`config.mk`:
```
export PLATFORM = sky130hd
export DESIGN_NAME = multi_channel_volume_fader_unit
export DESIGN_NICKNAME = d
export VERILOG_FILES = /design/src/design/mcvf_pkg.sv /design/src/design/mcvf_divider.sv /design/src/design/mcvf_datapath.sv /design/src/design/mcvf_controller.sv /design/src/design/multi_channel_volume_fader_unit.sv
export SDC_FILE = /design/constraint.sdc
export NUM_CORES = 2
export LEC_CHECK = 0
export ABC_CLOCK_PERIOD_IN_PS = 21000
export BUFFER_PORTS_ARGS = -buffer_cell sky130_fd_sc_hd__buf_2
export CAP_MARGIN = 20
export CELL_PAD_IN_SITES_DETAIL_PLACEMENT = 1
export CELL_PAD_IN_SITES_GLOBAL_PLACEMENT = 1
export CORE_MARGIN = 1.5
export CORE_UTILIZATION = 59
export DETAILED_ROUTE_END_ITERATION = 10
export PLACE_DENSITY = 0.95
export SYNTH_ARGS = -nofsm -noshare
export SYNTH_HDL_FRONTEND = slang
export SYNTH_SLANG_ARGS = --single-unit
```
`constraint.sdc`:
```
create_clock -name clock -period 21 [get_ports clock]
set_input_delay 0 -clock clock [delete_from_list [all_inputs] [get_ports clock]]
set_output_delay 0 -clock clock [all_outputs]
set_load 0.02 [all_outputs]
```
`src/design/mcvf_pkg.sv`:
```
// shared types and constants for the volume fader
`default_nettype none
package mcvf_pkg;
   localparam int FADE_SLOTS_DEF = 16;
   localparam int TICK_WIDTH_DEF = 32;
   localparam int TICK_DIVISOR = 10;
   localparam logic signed [7:0] VOL_STOP = -8'sd1;
   localparam logic signed [7:0] VOL_RESET = 8'sd100;
   localparam int DUR_W = 20;
   localparam int DIFF_W = 9;

   typedef enum logic [2:0] {
      OP_START = 3'd0,
      OP_STOP  = 3'd1,
      OP_QUERY = 3'd2,
      OP_READ  = 3'd3,
      OP_TICK  = 3'd4
   } op_type;

   typedef enum logic [1:0] {
      KIND_DONE   = 2'd0,
      KIND_SET    = 2'd1,
      KIND_HALT   = 2'd2,
      KIND_ANSWER = 2'd3
   } kind_type;

   typedef enum logic [3:0] {
      ST_IDLE,
      ST_START,
      ST_STOP,
      ST_QUERY,
      ST_READ,
      ST_DONE,
      ST_TICK_LOAD,
      ST_TICK_CHECK,
      ST_TICK_MUL,
      ST_TICK_DIV,
      ST_TICK_APPLY,
      ST_TICK_SET,
      ST_TICK_HALT,
      ST_TICK_NEXT
   } state_type;

   // controller to datapath
   typedef struct packed {
      logic load_req;
      logic do_start;
      logic do_stop;
      logic do_query;
      logic tick_inc;
      logic slot_clear;
      logic slot_load;
      logic mul_go;
      logic div_go;
      logic apply;
      logic write_back;
      logic slot_next;
      logic emit;
      kind_type kind;
      logic emit_last;
      logic emit_status;
   } ctrl_type;

   // datapath to controller
   typedef struct packed {
      logic slot_valid;
      logic slot_last;
      logic is_halt_slot;
      logic ramp_direct;
      logic div_done;
      logic vol_changed;
      logic at_end;
      logic stop_flag;
      logic table_full;
   } stat_type;
endpackage
`default_nettype wire

```
`src/design/mcvf_divider.sv`:
```
// restoring divider, one quotient bit per cycle
`default_nettype none
module mcvf_divider #(
   parameter int NUM_W = 41,
   parameter int DEN_W = 32
) (
   input  wire logic             clock,
   input  wire logic             reset,
   input  wire logic             go,
   input  wire logic [NUM_W-1:0] numer,
   input  wire logic [DEN_W-1:0] denom,
   output logic                  done,
   output logic [NUM_W-1:0]      quot
);
   localparam int CNT_W = $clog2(NUM_W + 1);
   logic [NUM_W-1:0] q_ff, q_in;
   logic [DEN_W:0] r_ff, r_in;
   logic [DEN_W-1:0] d_ff, d_in;
   logic [CNT_W-1:0] cnt_ff, cnt_in;
   logic busy_ff, busy_in;
   logic [DEN_W:0] trial;

   always_comb begin
      q_in = q_ff;
      r_in = r_ff;
      d_in = d_ff;
      cnt_in = cnt_ff;
      busy_in = busy_ff;
      trial = {r_ff[DEN_W-1:0], q_ff[NUM_W-1]};
      if (go) begin
         q_in = numer;
         r_in = '0;
         d_in = denom;
         cnt_in = CNT_W'(NUM_W);
         busy_in = 1'b1;
      end else if (busy_ff) begin
         if (trial >= {1'b0, d_ff}) begin
            r_in = trial - {1'b0, d_ff};
            q_in = {q_ff[NUM_W-2:0], 1'b1};
         end else begin
            r_in = trial;
            q_in = {q_ff[NUM_W-2:0], 1'b0};
         end
         cnt_in = cnt_ff - 1'b1;
         if (cnt_ff == CNT_W'(1)) busy_in = 1'b0;
      end
   end

   always_ff @(posedge clock) begin
      q_ff <= q_in;
      r_ff <= r_in;
      d_ff <= d_in;
      if (reset) begin
         cnt_ff <= '0;
         busy_ff <= 1'b0;
      end else begin
         cnt_ff <= cnt_in;
         busy_ff <= busy_in;
      end
   end

   assign done = !busy_ff && !go;
   assign quot = q_ff;
endmodule
`default_nettype wire

```
`src/design/mcvf_datapath.sv`:
```
// slot table, tick counter, main volumes and ramp arithmetic
`default_nettype none
module mcvf_datapath #(
   parameter int FADE_SLOTS = mcvf_pkg::FADE_SLOTS_DEF,
   parameter int TICK_WIDTH = mcvf_pkg::TICK_WIDTH_DEF
) (
   input  wire logic              clock,
   input  wire logic              reset,
   input  wire mcvf_pkg::ctrl_type ctrl,
   output mcvf_pkg::stat_type     stat,
   input  wire logic [1:0]        req_device,
   input  wire logic [7:0]        req_subdevice,
   input  wire logic [19:0]       req_duration_ms,
   input  wire logic signed [7:0] req_end_volume,
   input  wire logic signed [7:0] req_pcm_start_volume,
   input  wire logic              req_stop_when_done,
   output logic                   rsp_strobe,
   output logic [1:0]             rsp_kind,
   output logic [1:0]             rsp_out_device,
   output logic [7:0]             rsp_out_subdevice,
   output logic signed [7:0]      rsp_volume,
   output logic                   rsp_fading,
   output logic                   rsp_status,
   output logic                   rsp_last
);
   import mcvf_pkg::*;
   localparam int IDX_W = (FADE_SLOTS > 1) ? $clog2(FADE_SLOTS) : 1;
   localparam int PROD_W = DIFF_W + TICK_WIDTH;
   localparam int RECIP_SHIFT = 23;
   localparam int RECIP_MUL = ((1 << RECIP_SHIFT) + TICK_DIVISOR - 1) / TICK_DIVISOR;

   logic [FADE_SLOTS-1:0] valid_ff, valid_in;
   logic [1:0] sdev_ff [FADE_SLOTS];
   logic [7:0] ssub_ff [FADE_SLOTS];
   logic signed [7:0] sstart_ff [FADE_SLOTS];
   logic signed [7:0] send_ff [FADE_SLOTS];
   logic signed [7:0] scur_ff [FADE_SLOTS];
   logic [TICK_WIDTH-1:0] st0_ff [FADE_SLOTS];
   logic [TICK_WIDTH-1:0] st1_ff [FADE_SLOTS];
   logic sstop_ff [FADE_SLOTS];
   logic signed [7:0] mainv_ff [4];
   logic [TICK_WIDTH-1:0] tick_ff;

   // request latch
   logic [1:0] rdev_ff;
   logic [7:0] rsub_ff;
   logic [DUR_W-1:0] rdur_ff;
   logic signed [7:0] rend_ff, rpcm_ff;
   logic rstop_ff;

   // slot walk
   logic [IDX_W-1:0] idx_ff;
   logic [1:0] wdev_ff;
   logic [7:0] wsub_ff;
   logic signed [7:0] wstart_ff, wend_ff, wcur_ff, wnew_ff;
   logic wstop_ff;
   logic [TICK_WIDTH-1:0] elapsed_ff, span_ff;
   logic neg_ff;
   logic [PROD_W-1:0] prod_ff;
   logic div_busy_ff;

   logic free_found, match_found;
   logic [IDX_W-1:0] free_idx, match_idx;
   logic [2*DUR_W-1:0] dur_prod;
   logic [DUR_W-1:0] dur_ticks;
   logic signed [DIFF_W-1:0] diff;
   logic [DIFF_W-1:0] diff_mag;
   logic div_done;
   logic [PROD_W-1:0] quot;
   logic signed [DIFF_W-1:0] qs;
   logic [TICK_WIDTH-1:0] el_c, sp_c;

   always_comb begin
      free_found = 1'b0;
      free_idx = '0;
      match_found = 1'b0;
      match_idx = '0;
      for (int i = FADE_SLOTS - 1; i >= 0; i--) begin
         if (!valid_ff[i]) begin
            free_found = 1'b1;
            free_idx = IDX_W'(i);
         end
         if (valid_ff[i] && sdev_ff[i] == rdev_ff && ssub_ff[i] == rsub_ff) begin
            match_found = 1'b1;
            match_idx = IDX_W'(i);
         end
      end
   end

   // constant divide into ticks by reciprocal multiply
   assign dur_prod = (2*DUR_W)'(rdur_ff) * (2*DUR_W)'(RECIP_MUL);
   assign dur_ticks = DUR_W'(dur_prod >> RECIP_SHIFT);
   assign diff = DIFF_W'(wend_ff) - DIFF_W'(wstart_ff);
   assign diff_mag = diff[DIFF_W-1] ? DIFF_W'(-diff) : DIFF_W'(diff);
   assign qs = neg_ff ? -DIFF_W'(quot) : DIFF_W'(quot);
   assign el_c = tick_ff - st0_ff[idx_ff];
   assign sp_c = st1_ff[idx_ff] - st0_ff[idx_ff];

   mcvf_divider #(.NUM_W(PROD_W), .DEN_W(TICK_WIDTH)) u_div (
      .clock(clock), .reset(reset), .go(ctrl.div_go),
      .numer(prod_ff), .denom(span_ff), .done(div_done), .quot(quot)
   );

   always_comb begin
      valid_in = valid_ff;
      if (ctrl.do_start && free_found) valid_in[free_idx] = 1'b1;
      if (ctrl.do_stop && match_found) valid_in[match_idx] = 1'b0;
      if (ctrl.slot_clear) valid_in[idx_ff] = 1'b0;
   end

   always_ff @(posedge clock) begin
      if (ctrl.load_req) begin
         rdev_ff <= req_device;
         rsub_ff <= req_subdevice;
         rdur_ff <= req_duration_ms;
         rend_ff <= req_end_volume;
         rpcm_ff <= req_pcm_start_volume;
         rstop_ff <= req_stop_when_done;
      end
      if (ctrl.do_start && free_found) begin
         sdev_ff[free_idx] <= rdev_ff;
         ssub_ff[free_idx] <= rsub_ff;
         sstart_ff[free_idx] <= (rsub_ff == 8'd0) ? mainv_ff[rdev_ff] : rpcm_ff;
         send_ff[free_idx] <= rend_ff;
         scur_ff[free_idx] <= '0;
         st0_ff[free_idx] <= tick_ff;
         st1_ff[free_idx] <= tick_ff + TICK_WIDTH'(dur_ticks);
         sstop_ff[free_idx] <= rstop_ff;
      end
      if (ctrl.slot_load) begin
         wdev_ff <= sdev_ff[idx_ff];
         wsub_ff <= ssub_ff[idx_ff];
         wstart_ff <= sstart_ff[idx_ff];
         wend_ff <= send_ff[idx_ff];
         wcur_ff <= scur_ff[idx_ff];
         wstop_ff <= sstop_ff[idx_ff];
         elapsed_ff <= el_c;
         span_ff <= sp_c;
         wnew_ff <= send_ff[idx_ff];
      end
      if (ctrl.mul_go) begin
         prod_ff <= PROD_W'(diff_mag) * PROD_W'(elapsed_ff);
         neg_ff <= diff[DIFF_W-1];
      end
      if (ctrl.apply && !stat.ramp_direct) wnew_ff <= 8'(qs + DIFF_W'(wstart_ff));
      if (ctrl.write_back) begin
         scur_ff[idx_ff] <= wnew_ff;
         if (wsub_ff == 8'd0) mainv_ff[wdev_ff] <= wnew_ff;
      end
      rsp_kind <= ctrl.kind;
      rsp_last <= ctrl.emit_last;
      rsp_status <= ctrl.emit_status;
      rsp_fading <= (ctrl.kind == KIND_ANSWER) && ctrl.do_query && match_found;
      rsp_out_device <= '0;
      rsp_out_subdevice <= '0;
      rsp_volume <= '0;
      if (ctrl.kind == KIND_SET || ctrl.kind == KIND_HALT) begin
         rsp_out_device <= wdev_ff;
         rsp_out_subdevice <= wsub_ff;
      end
      if (ctrl.kind == KIND_SET) rsp_volume <= wnew_ff;
      if (ctrl.kind == KIND_ANSWER && !ctrl.do_query) rsp_volume <= mainv_ff[rdev_ff];
      if (reset) begin
         valid_ff <= '0;
         tick_ff <= '0;
         idx_ff <= '0;
         rsp_strobe <= 1'b0;
         div_busy_ff <= 1'b0;
         for (int k = 0; k < 4; k++) mainv_ff[k] <= VOL_RESET;
      end else begin
         valid_ff <= valid_in;
         rsp_strobe <= ctrl.emit;
         if (ctrl.tick_inc) begin
            tick_ff <= tick_ff + 1'b1;
            idx_ff <= '0;
         end else if (ctrl.slot_next) begin
            idx_ff <= idx_ff + 1'b1;
         end
         div_busy_ff <= ctrl.div_go ? 1'b1 : (div_done ? 1'b0 : div_busy_ff);
      end
   end

   always_comb begin
      stat.slot_valid = valid_ff[idx_ff];
      stat.slot_last = (idx_ff == IDX_W'(FADE_SLOTS - 1));
      stat.is_halt_slot = (wend_ff == VOL_STOP);
      stat.ramp_direct = (elapsed_ff > span_ff) || (span_ff == '0);
      stat.div_done = div_done && div_busy_ff;
      stat.vol_changed = (wnew_ff != wcur_ff);
      stat.at_end = (wnew_ff == wend_ff);
      stat.stop_flag = wstop_ff;
      stat.table_full = !free_found;
   end

   a_fading_on_answer: assert property (@(posedge clock) disable iff (reset)
      rsp_strobe && rsp_kind != KIND_ANSWER |-> !rsp_fading)
      else $error("fading flag outside an answer");
   a_tick_steps: assert property (@(posedge clock) disable iff (reset)
      ctrl.tick_inc |=> tick_ff == $past(tick_ff) + 1'b1)
      else $error("tick counter did not advance");
   a_div_exclusive: assert property (@(posedge clock) disable iff (reset)
      ctrl.div_go |-> !div_busy_ff)
      else $error("divider restarted while busy");
endmodule
`default_nettype wire

```
`src/design/mcvf_controller.sv`:
```
// sequencer for commands and the tick slot walk
`default_nettype none
module mcvf_controller (
   input  wire logic               clock,
   input  wire logic               reset,
   input  wire logic               start,
   input  wire logic [2:0]         req_op,
   output logic                    busy,
   output mcvf_pkg::ctrl_type      ctrl,
   input  wire mcvf_pkg::stat_type stat
);
   import mcvf_pkg::*;
   state_type state_ff, state_in;

   always_ff @(posedge clock) begin
      if (reset) state_ff <= ST_IDLE;
      else state_ff <= state_in;
   end

   always_comb begin
      state_in = state_ff;
      ctrl = '0;
      ctrl.kind = KIND_DONE;
      busy = (state_ff != ST_IDLE);
      case (state_ff)
         ST_IDLE: begin
            if (start) begin
               ctrl.load_req = 1'b1;
               case (req_op)
                  OP_START: state_in = ST_START;
                  OP_STOP:  state_in = ST_STOP;
                  OP_QUERY: state_in = ST_QUERY;
                  OP_READ:  state_in = ST_READ;
                  OP_TICK:  begin
                     ctrl.tick_inc = 1'b1;
                     state_in = ST_TICK_LOAD;
                  end
                  default:  state_in = ST_DONE;
               endcase
            end
         end
         ST_START: begin
            ctrl.do_start = 1'b1;
            ctrl.emit = 1'b1;
            ctrl.emit_last = 1'b1;
            ctrl.emit_status = stat.table_full;
            state_in = ST_IDLE;
         end
         ST_STOP: begin
            ctrl.do_stop = 1'b1;
            ctrl.emit = 1'b1;
            ctrl.emit_last = 1'b1;
            state_in = ST_IDLE;
         end
         ST_QUERY: begin
            ctrl.do_query = 1'b1;
            ctrl.emit = 1'b1;
            ctrl.kind = KIND_ANSWER;
            ctrl.emit_last = 1'b1;
            state_in = ST_IDLE;
         end
         ST_READ: begin
            ctrl.emit = 1'b1;
            ctrl.kind = KIND_ANSWER;
            ctrl.emit_last = 1'b1;
            state_in = ST_IDLE;
         end
         ST_DONE: begin
            ctrl.emit = 1'b1;
            ctrl.emit_last = 1'b1;
            state_in = ST_IDLE;
         end
         ST_TICK_LOAD: begin
            if (stat.slot_valid) begin
               ctrl.slot_load = 1'b1;
               state_in = ST_TICK_CHECK;
            end else if (stat.slot_last) begin
               state_in = ST_DONE;
            end else begin
               ctrl.slot_next = 1'b0;
               state_in = ST_TICK_NEXT;
            end
         end
         ST_TICK_CHECK: begin
            if (stat.is_halt_slot) begin
               ctrl.emit = 1'b1;
               ctrl.kind = KIND_HALT;
               ctrl.slot_clear = 1'b1;
               state_in = ST_TICK_NEXT;
            end else if (stat.ramp_direct) begin
               state_in = ST_TICK_APPLY;
            end else begin
               ctrl.mul_go = 1'b1;
               state_in = ST_TICK_MUL;
            end
         end
         ST_TICK_MUL: begin
            ctrl.div_go = 1'b1;
            state_in = ST_TICK_DIV;
         end
         ST_TICK_DIV: begin
            if (stat.div_done) begin
               ctrl.apply = 1'b1;
               state_in = ST_TICK_APPLY;
            end
         end
         ST_TICK_APPLY: begin
            if (stat.vol_changed) begin
               ctrl.emit = 1'b1;
               ctrl.kind = KIND_SET;
            end
            state_in = ST_TICK_SET;
         end
         ST_TICK_SET: begin
            if (stat.at_end) begin
               ctrl.slot_clear = 1'b1;
               if (stat.stop_flag) begin
                  ctrl.emit = 1'b1;
                  ctrl.kind = KIND_HALT;
               end
            end
            state_in = ST_TICK_HALT;
         end
         ST_TICK_HALT: begin
            // write back current volume, and main volume for subdevice 0
            ctrl.write_back = 1'b1;
            ctrl.slot_next = 1'b1;
            state_in = stat.slot_last ? ST_DONE : ST_TICK_LOAD;
         end
         ST_TICK_NEXT: begin
            if (stat.slot_last) begin
               state_in = ST_DONE;
            end else begin
               ctrl.slot_next = 1'b1;
               state_in = ST_TICK_LOAD;
            end
         end
         default: state_in = ST_IDLE;
      endcase
   end

   a_idle_not_busy: assert property (@(posedge clock) disable iff (reset)
      state_ff == ST_IDLE |-> !busy)
      else $error("busy while idle");
   a_accept_leaves_idle: assert property (@(posedge clock) disable iff (reset)
      start && !busy |=> state_ff != ST_IDLE)
      else $error("accepted transaction not started");
   a_last_ends: assert property (@(posedge clock) disable iff (reset)
      ctrl.emit && ctrl.emit_last |=> state_ff == ST_IDLE)
      else $error("final result before end of transaction");
endmodule
`default_nettype wire

```
`src/design/multi_channel_volume_fader_unit.sv`:
```
// top level of the multi-channel volume fader
//
// Command channel: raise start with req_* fields; the transaction is taken when
// start is high and busy is low. Results appear one per cycle-or-more on
// rsp_* marked by rsp_strobe, each for exactly one cycle; rsp_last marks the
// final result of a transaction. The receiver cannot stall.
// Start, stop, query, read and unknown ops go from accept to their own
// state, which registers their result onto rsp_*.
// A tick walks every slot in index order. A free slot passes TICK_LOAD and
// TICK_NEXT; a slot that stops at once, TICK_LOAD, TICK_CHECK, TICK_NEXT; a
// slot that jumps to its end volume, TICK_LOAD, TICK_CHECK, TICK_APPLY,
// TICK_SET, TICK_HALT; an interpolating slot adds TICK_MUL and TICK_DIV,
// where the shared restoring divider yields one quotient bit per cycle.
// busy stays high from accept and drops in the cycle that shows the final
// result, so the next transaction can be taken at the edge that ends it.
// Reset clears all slots, sets the four main volumes to 100 and the tick
// count to zero; the reset is synchronous and needs no clearing pass.
`default_nettype none
module multi_channel_volume_fader_unit #(
   parameter int FADE_SLOTS = mcvf_pkg::FADE_SLOTS_DEF,
   parameter int TICK_WIDTH = mcvf_pkg::TICK_WIDTH_DEF
) (
   input  wire logic              clock,
   input  wire logic              reset,
   input  wire logic              start,
   output logic                   busy,
   input  wire logic [2:0]        req_op,
   input  wire logic [1:0]        req_device,
   input  wire logic [7:0]        req_subdevice,
   input  wire logic [19:0]       req_duration_ms,
   input  wire logic signed [7:0] req_end_volume,
   input  wire logic signed [7:0] req_pcm_start_volume,
   input  wire logic              req_stop_when_done,
   output logic                   rsp_strobe,
   output logic [1:0]             rsp_kind,
   output logic [1:0]             rsp_out_device,
   output logic [7:0]             rsp_out_subdevice,
   output logic signed [7:0]      rsp_volume,
   output logic                   rsp_fading,
   output logic                   rsp_status,
   output logic                   rsp_last
);
   import mcvf_pkg::*;
   ctrl_type ctrl;
   stat_type stat;
   logic ctl_busy;

   mcvf_controller u_ctl (
      .clock(clock), .reset(reset), .start(start), .req_op(req_op),
      .busy(ctl_busy), .ctrl(ctrl), .stat(stat)
   );

   mcvf_datapath #(.FADE_SLOTS(FADE_SLOTS), .TICK_WIDTH(TICK_WIDTH)) u_dp (
      .clock(clock), .reset(reset), .ctrl(ctrl), .stat(stat),
      .req_device(req_device), .req_subdevice(req_subdevice),
      .req_duration_ms(req_duration_ms), .req_end_volume(req_end_volume),
      .req_pcm_start_volume(req_pcm_start_volume),
      .req_stop_when_done(req_stop_when_done),
      .rsp_strobe(rsp_strobe), .rsp_kind(rsp_kind),
      .rsp_out_device(rsp_out_device), .rsp_out_subdevice(rsp_out_subdevice),
      .rsp_volume(rsp_volume), .rsp_fading(rsp_fading),
      .rsp_status(rsp_status), .rsp_last(rsp_last)
   );

   // hold busy while a non-final result is shown
   assign busy = ctl_busy || (rsp_strobe && !rsp_last);
endmodule
`default_nettype wire
```
==> results of run 1 <==
## cell families after synthesis
| group | synth area share [%] |
|---|---|
| DFF | 58.5 |
| and+or+nand+nor | 6.29 |
| buffers and inverters | 3.32 |
| adders and majority gates | 12.3 |
| AOI/OAI and AO/OA | 4.28 |
| muxes | 11.8 |
| xor gates and xnor gates | 3.46 |
## Yosys cell counts (33+ instances only)
cell      count
xnor2_1     273
a21oi_1     201
a211oi_1     33
a21o_1       89
dfxtp_1     158
inv_1       635
buf_2        43
edfxtp_1   1853
nor2b_1     183
mux2i_1      34
nand2b_1     84
nor2_1      239
nand3_1      73
fa_1        348
nor3_1       79
mux4_2      508
nand2_1     373
clkbuf_1    148
ha_1        436
and2_1       58
xor2_1      125
nand4_1      71
o21ai_0     107
o21a_1       46
## per-stage QoR
stage,setup slack (ns),util (%),instance area (um^2)
after floorplan,12.62,-,101000
after global placement,11.18,61.4,104000
after detailed placement,10.33,61.4,104000
after CTS,9.27,65.9,111000
## per-layer routing
metal,GRT usage [%],GRT overflow
met4,62.3,8
met3,47.1,1
met1,63.2,0
met5,25.3,0
met2,79.0,0
==> load_flow_metrics.sql, run 1 <==
INSERT INTO impl_metrics (metric_group, metric, value, unit) VALUES
('cts', 'cts-htree-levels', '4', ''),
('placement', 'dp_cells', '8726', ''),
('run_status', 'outcome', 'aborted with a tool error', ''),
('logic_synthesis', 'share_of_the_synthesized_area_in_the_top_cell_type', '55.3', '%'),
('run_status', 'failed_stage', '5_1_grt', ''),
('global_route', 'grt_start_max_net_pins', '105', ''),
('floorplan', 'fp-row-count', '151', ''),
('run_status', 'run.stop_error', '[ERROR GRT-0116] Global routing finished with congestion. Check the congestion regions in the DRC Viewer.', ''),
('logic_synthesis', 'synth_fp_nets', '7388', ''),
('floorplan', 'die_width', '416', 'um'),
('global_route', 'grt_pass1_vias', '85500', ''),
('global_route', 'grt_pass1_wl', '730000', 'um'),
('placement', 'gp_congestion', '0.904', ''),
('cts', 'cts-root-buf', 'clkbuf_16', ''),
('global_route', 'grt_usage', '63.0', '%'),
('logic_synthesis', 'yosys-top-cells-area', 'edfxtp_1 (55%), mux4_2 (11%), fa_1 (6.9%), ha_1 (5.4%), dfxtp_1 (3.1%)', ''),
('logic_synthesis', 'synth_seq_cells', '2011', ''),
('logic_synthesis', 'synth_async_sr_flop_share', '0', '%'),
('floorplan', 'floorplan.die.height', '416', 'um'),
('logic_synthesis', 'ys.warnings.count', '0', ''),
('floorplan', 'ioPinCount', '78', ''),
('floorplan', 'initial_utilization', '59.4', '%'),
('cts', 'postCtsSetupRepairBufs', '0', ''),
('global_route', 'grt_overflow', '9', ''),
('cts', 'post_cts.resized_instances', '0', ''),
('logic_synthesis', 'dominantRegCellSynth', 'edfxtp_1', ''),
('logic_synthesis', 'synthesis.instances', '6551', ''),
('cts', 'numClockSinks', '2011', ''),
('cts', 'hold_buffers', '99', ''),
('logic_synthesis', 'synth.cell_area', '101000', 'um^2'),
('logic_synthesis', 'synth_enable_flop_cells', '1853', ''),
('cts', 'max-clock-path-buffers', '3', ''),
('logic_synthesis', 'synth_top_area_cell', 'edfxtp_1', ''),
('logic_synthesis', 'syn_area_per_cell', '15.4', 'um^2'),
('placement', 'detailed_place_hpwl', '211000', 'um'),
('cts', 'clock_buffers_created_by_tritoncts', '194', ''),
('placement', 'io_buf_count', '77', ''),
('logic_synthesis', 'synth.distinct_cells', '86', ''),
('logic_synthesis', 'synth.yosys.seq_area_share', '58.5', '%');
==> run 2, diff against run 1 <==
--- a/config.mk
+++ b/config.mk
@@ -8,12 +8,10 @@
 export ABC_CLOCK_PERIOD_IN_PS = 21000
 export BUFFER_PORTS_ARGS = -buffer_cell sky130_fd_sc_hd__buf_2
 export CAP_MARGIN = 20
-export CELL_PAD_IN_SITES_DETAIL_PLACEMENT = 1
-export CELL_PAD_IN_SITES_GLOBAL_PLACEMENT = 1
 export CORE_MARGIN = 1.5
-export CORE_UTILIZATION = 59
+export CORE_UTILIZATION = 40
 export DETAILED_ROUTE_END_ITERATION = 10
-export PLACE_DENSITY = 0.95
+export PLACE_DENSITY_LB_ADDON = 0.15
 export SYNTH_ARGS = -nofsm -noshare
 export SYNTH_HDL_FRONTEND = slang
 export SYNTH_SLANG_ARGS = --single-unit
==> run 2 against run 1 <==
Against the previous run:
- the flow now finishes without violations
- area after synthesis stayed put
- synthesized cell count is the same
==> load_flow_metrics.sql, run 2 <==
INSERT INTO impl_metrics (metric_group, metric, value, unit) VALUES
('global_route', 'grt_usage', '20.4', '%'),
('logic_synthesis', 'yosys-top-cells-area', 'edfxtp_1 (55%), mux4_2 (11%), fa_1 (6.9%), ha_1 (5.4%), dfxtp_1 (3.1%)', ''),
('sta', 'fin_skew', '0.102', 'ns'),
('cts', 'numClockSinks', '2011', ''),
('logic_synthesis', 'synth_enable_flop_cells', '1853', ''),
('cts', 'tritoncts', 'done', ''),
('sta', 'max_freq', '97.6', 'MHz'),
('sta', 'postLayoutSetupSlackWorst', '10.75', 'ns'),
('power_and_ir_drop', 'cell_internal_pwr', '10.4', 'mW'),
('sta', 'slew-limit-headroom', '27.4', '%'),
('logic_synthesis', 'synth_seq_cells', '2011', ''),
('sta', 'fin_crit_sh', '48.8', '%'),
('critical_path', 'cp_data_arrival_time', '10.75', 'ns'),
('placement', 'dp_cells', '9844', ''),
('sta', 'timing.final.max_slew_violations', '0', ''),
('power_and_ir_drop', 'netSwitchingPower', '5.45', 'mW'),
('job', 'cap_viol_max_count', '0', ''),
('logic_synthesis', 'synth_async_sr_flop_share', '0', '%'),
('critical_path', 'critPathSlowestCell', 'a2111oi_0', ''),
('route', 'wire_per_inst', '25.1', 'um'),
('min_path', 'holdCritPathClass', 'in2reg', ''),
('route', 'final_antenna_net_count', '0', ''),
('placement', 'detailed_place.area', '105000', 'um^2'),
('critical_path', 'worst-setup-path-type', 'reg2reg', ''),
('placement', 'dpl_worst_slack', '10.85', 'ns'),
('logic_synthesis', 'synth_fp_nets', '7388', ''),
('global_route', 'initial_antenna_violation_count', '13', ''),
('finish', 'layout.cells.most_common', 'edfxtp_1', ''),
('power_and_ir_drop', 'sequentialPowerShare', '38.4', '%'),
('logic_synthesis', 'dominantRegCellSynth', 'edfxtp_1', ''),
('floorplan', 'core_box_area', '249000', 'um^2'),
('finish', 'fin_nets', '7684', ''),
('floorplan', 'die_width', '505', 'um'),
('route', 'drc', '0', ''),
('finish', 'final_cell_count_no_fill', '10400', ''),
('finish', 'nFillCells', '21700', ''),
('route', 'vias_per_cell', '5.43', ''),
('cts', 'clock_buffers_created_by_tritoncts', '216', ''),
('sta', 'fin_setup_tns', '0', 'ns'),
('cts', 'cts-htree-levels', '4', ''),
('cts', 'clock_latency', '0.91', 'ns'),
('power_and_ir_drop', 'power.combinational.fraction', '37.1', '%'),
('logic_synthesis', 'synth.cell_area', '101000', 'um^2'),
('power_and_ir_drop', 'p_leak', '40.5', 'nW'),
('sta', 'final-hold-violation-count', '0', ''),
('floorplan', 'ioPinCount', '78', ''),
('cts', 'post_cts.resized_instances', '0', ''),
('logic_synthesis', 'netlist_top_cells_count', 'edfxtp_1 (1853), inv_1 (635), mux4_2 (508)', ''),
('power_and_ir_drop', 'p_clk_share', '24.5', '%'),
('power_and_ir_drop', 'power.switching_fraction', '34.3', '%'),
('power_and_ir_drop', 'cellPowerDensity', '139', 'nW/um^2'),
('logic_synthesis', 'yosys.cell_count.top_type', 'edfxtp_1', ''),
('critical_path', 'cp.required', '21.50', 'ns'),
('logic_synthesis', 'synthesis.instances', '6551', ''),
('power_and_ir_drop', 'post-layout-total-power', '15.9', 'mW'),
('finish', 'most-common-layout-cells', 'edfxtp_1 (1853), inv_1 (633), mux4_2 (508)', ''),
('logic_synthesis', 'share_of_the_synthesized_area_in_the_top_cell_type', '55.3', '%'),
('floorplan', 'initial_utilization', '40.3', '%'),
('global_route', 'grt_overflow', '0', ''),
('cts', 'max-clock-path-buffers', '3', ''),
('finish', 'fraction_of_final_layout_cells_sized_beyond_drive_strength_1', '16.0', '%'),
('power_and_ir_drop', 'vdd_ir_drop_max', '0.798', 'mV'),
('critical_path', 'critPathMostFrequentCell', 'fa_1', ''),
('critical_path', 'crit_path_max_fanout', '16', ''),
('sta', 'tightestPinTransition', '1.08', 'ns'),
('route', 'first_iter_violations', '4758', ''),
('critical_path', 'cp-end-kind', 'register', ''),
('route', 'vias', '56300', ''),
('logic_synthesis', 'ys.warnings.count', '0', ''),
('finish', 'final_core_utilization', '45.7', '%'),
('run_status', 'outcome', 'finished, final reports clean', ''),
('placement', 'detailed_place_hpwl', '164000', 'um'),
('global_route', 'grt_pass1_vias', '58100', ''),
('cts', 'cts-root-buf', 'clkbuf_16', ''),
('critical_path', 'startpoint_type', 'register', ''),
('floorplan', 'fp-row-count', '183', ''),
('sta', 'number_of_setup_violations_in_the_final_report', '0', ''),
('global_route', 'grt_start_max_net_pins', '93', ''),
('logic_synthesis', 'syn_area_per_cell', '15.4', 'um^2'),
('route', 'drt_pass1_iterations', '5', ''),
('sta', 'post-route-min-period', '10.25', 'ns'),
('critical_path', 'cp_slowest_stage_delay', '0.86', 'ns'),
('finish', 'post_synthesis_to_final_layout_area_growth', '13.3', '%'),
('placement', 'io_buf_count', '77', ''),
('logic_synthesis', 'synth.distinct_cells', '86', ''),
('floorplan', 'die_area', '255000', 'um^2'),
('sta', 'rsz0062_at_grt', 'no', ''),
('sta', 'worst_hold_slack', '0.297', 'ns'),
('finish', 'design_area', '114000', 'um^2'),
('cts', 'worst_setup_hold_path_clk_slew', '0.06', 'ns'),
('logic_synthesis', 'synth.yosys.seq_area_share', '58.5', '%'),
('logic_synthesis', 'synth_top_area_cell', 'edfxtp_1', ''),
('finish', 'reg_top3', 'u_dp.st0_ff x512, u_dp.st1_ff x512', ''),
('placement', 'gp_congestion', '0.857', ''),
('route', 'routed_wirelength', '260000', 'um'),
('floorplan', 'floorplan.die.height', '505', 'um'),
('global_route', 'grt_pass1_wl', '389000', 'um');
==> run 2: cell counts after synthesis <==
No cell type changed its count.
==> run 2: area by class of cell <==
| cell class | instances | area (um^2) | area share, % |
|---|---|---|---|
| Sequential cell | 2011 | 58800 | 51.6 |
| Tap cell | 3330 | 4170 | 3.66 |
| Multi-Input combinational cell | 3674 | 38600 | 33.9 |
| Inverter | 636 | 2390 | 2.10 |
| Antenna cell | 3 | 7.51 | 0.00659 |
| Timing Repair Buffer | 308 | 2560 | 2.24 |
| Clock inverter | 125 | 1510 | 1.32 |
| Clock buffer | 277 | 5860 | 5.14 |
==> run 2: cells by family (layout without fill, tap and decap cells) <==
family / after synthesis / after routing / share of synthesized area, %
adder cells (fa/ha/maj): 784 / 784 / 12.3
AND/OR/NAND/NOR: 1276 / 1276 / 6.29
flip-flops: 2011 / 2011 / 58.5
multiplexers: 554 / 554 / 11.8
buffers and inverters: 866 / 1346 / 3.32
XOR/XNOR: 398 / 398 / 3.46
AO/OA/AOI/OAI: 662 / 662 / 4.28
other: 0 / 3 / 0
==> run 2: path summary, 6_finish.rpt <==
path                                         start                          endpoint  slack (ns)  cells after the start
hold / removal                               start    u_ctl.state_ff[1]$_SDFFE_PP0P_        0.30                      6
setup / recovery        u_dp.rdur_ff[11]$_DFFE_PP_      u_dp.st1_ff[4][30]$_DFFE_PP_       10.75                     30
hold reg to reg   u_dp.mainv_ff[3][7]$_SDFFE_PP0P_  u_dp.mainv_ff[3][7]$_SDFFE_PP0P_        0.45                      2
setup reg to reg        u_dp.rdur_ff[11]$_DFFE_PP_      u_dp.st1_ff[4][30]$_DFFE_PP_       10.75                     30
==> run 2: critical path, delay by kind of cell, from the launching register on <==
| kind | cells | cell delay [ns] |
|---|---|---|
| XOR/XNOR | 1 | 0.84 |
| buffers and inverters | 4 | 0.19 |
| AND/OR/NAND/NOR | 3 | 0.60 |
| adder cells (fa/ha/maj) | 9 | 3.84 |
| AO/OA/AOI/OAI | 13 | 3.82 |
| flip-flops | 1 | 0.56 |
==> run 2: metal layers <==
layer / vias up / GRT usage, % / wire length, um
met1: 29700 / 30.2 / 122000
li1: 24900 / - / -
met4: 6 / 4.11 / 4520
met3: 309 / 2.54 / 12200
met2: 1323 / 32.4 / 121000
met5: - / 0 / 31
==> run 2: power groups by stage <==
| stage | Combinational (mW) | Clock [mW] | Sequential [mW] |
|---|---|---|---|
| 2_1_floorplan | 3.84 | 0 | 6.19 |
| 3_3_place_gp | 5.51 | 0 | 6.21 |
| 3_5_place_dp | 5.69 | 0 | 6.21 |
| 4_1_cts | 5.75 | 3.98 | 6.13 |
| 5_1_grt | 6.67 | 4.13 | 6.11 |
| 6_report | 5.88 | 3.89 | 6.10 |
==> run 2: timing repair <==
item / in CTS / in global routing
hold buffers: 102 / 0
hold endpoints to repair: 124 / 0
setup buffers: 0 / 0
(Power assumes the default switching activity.)
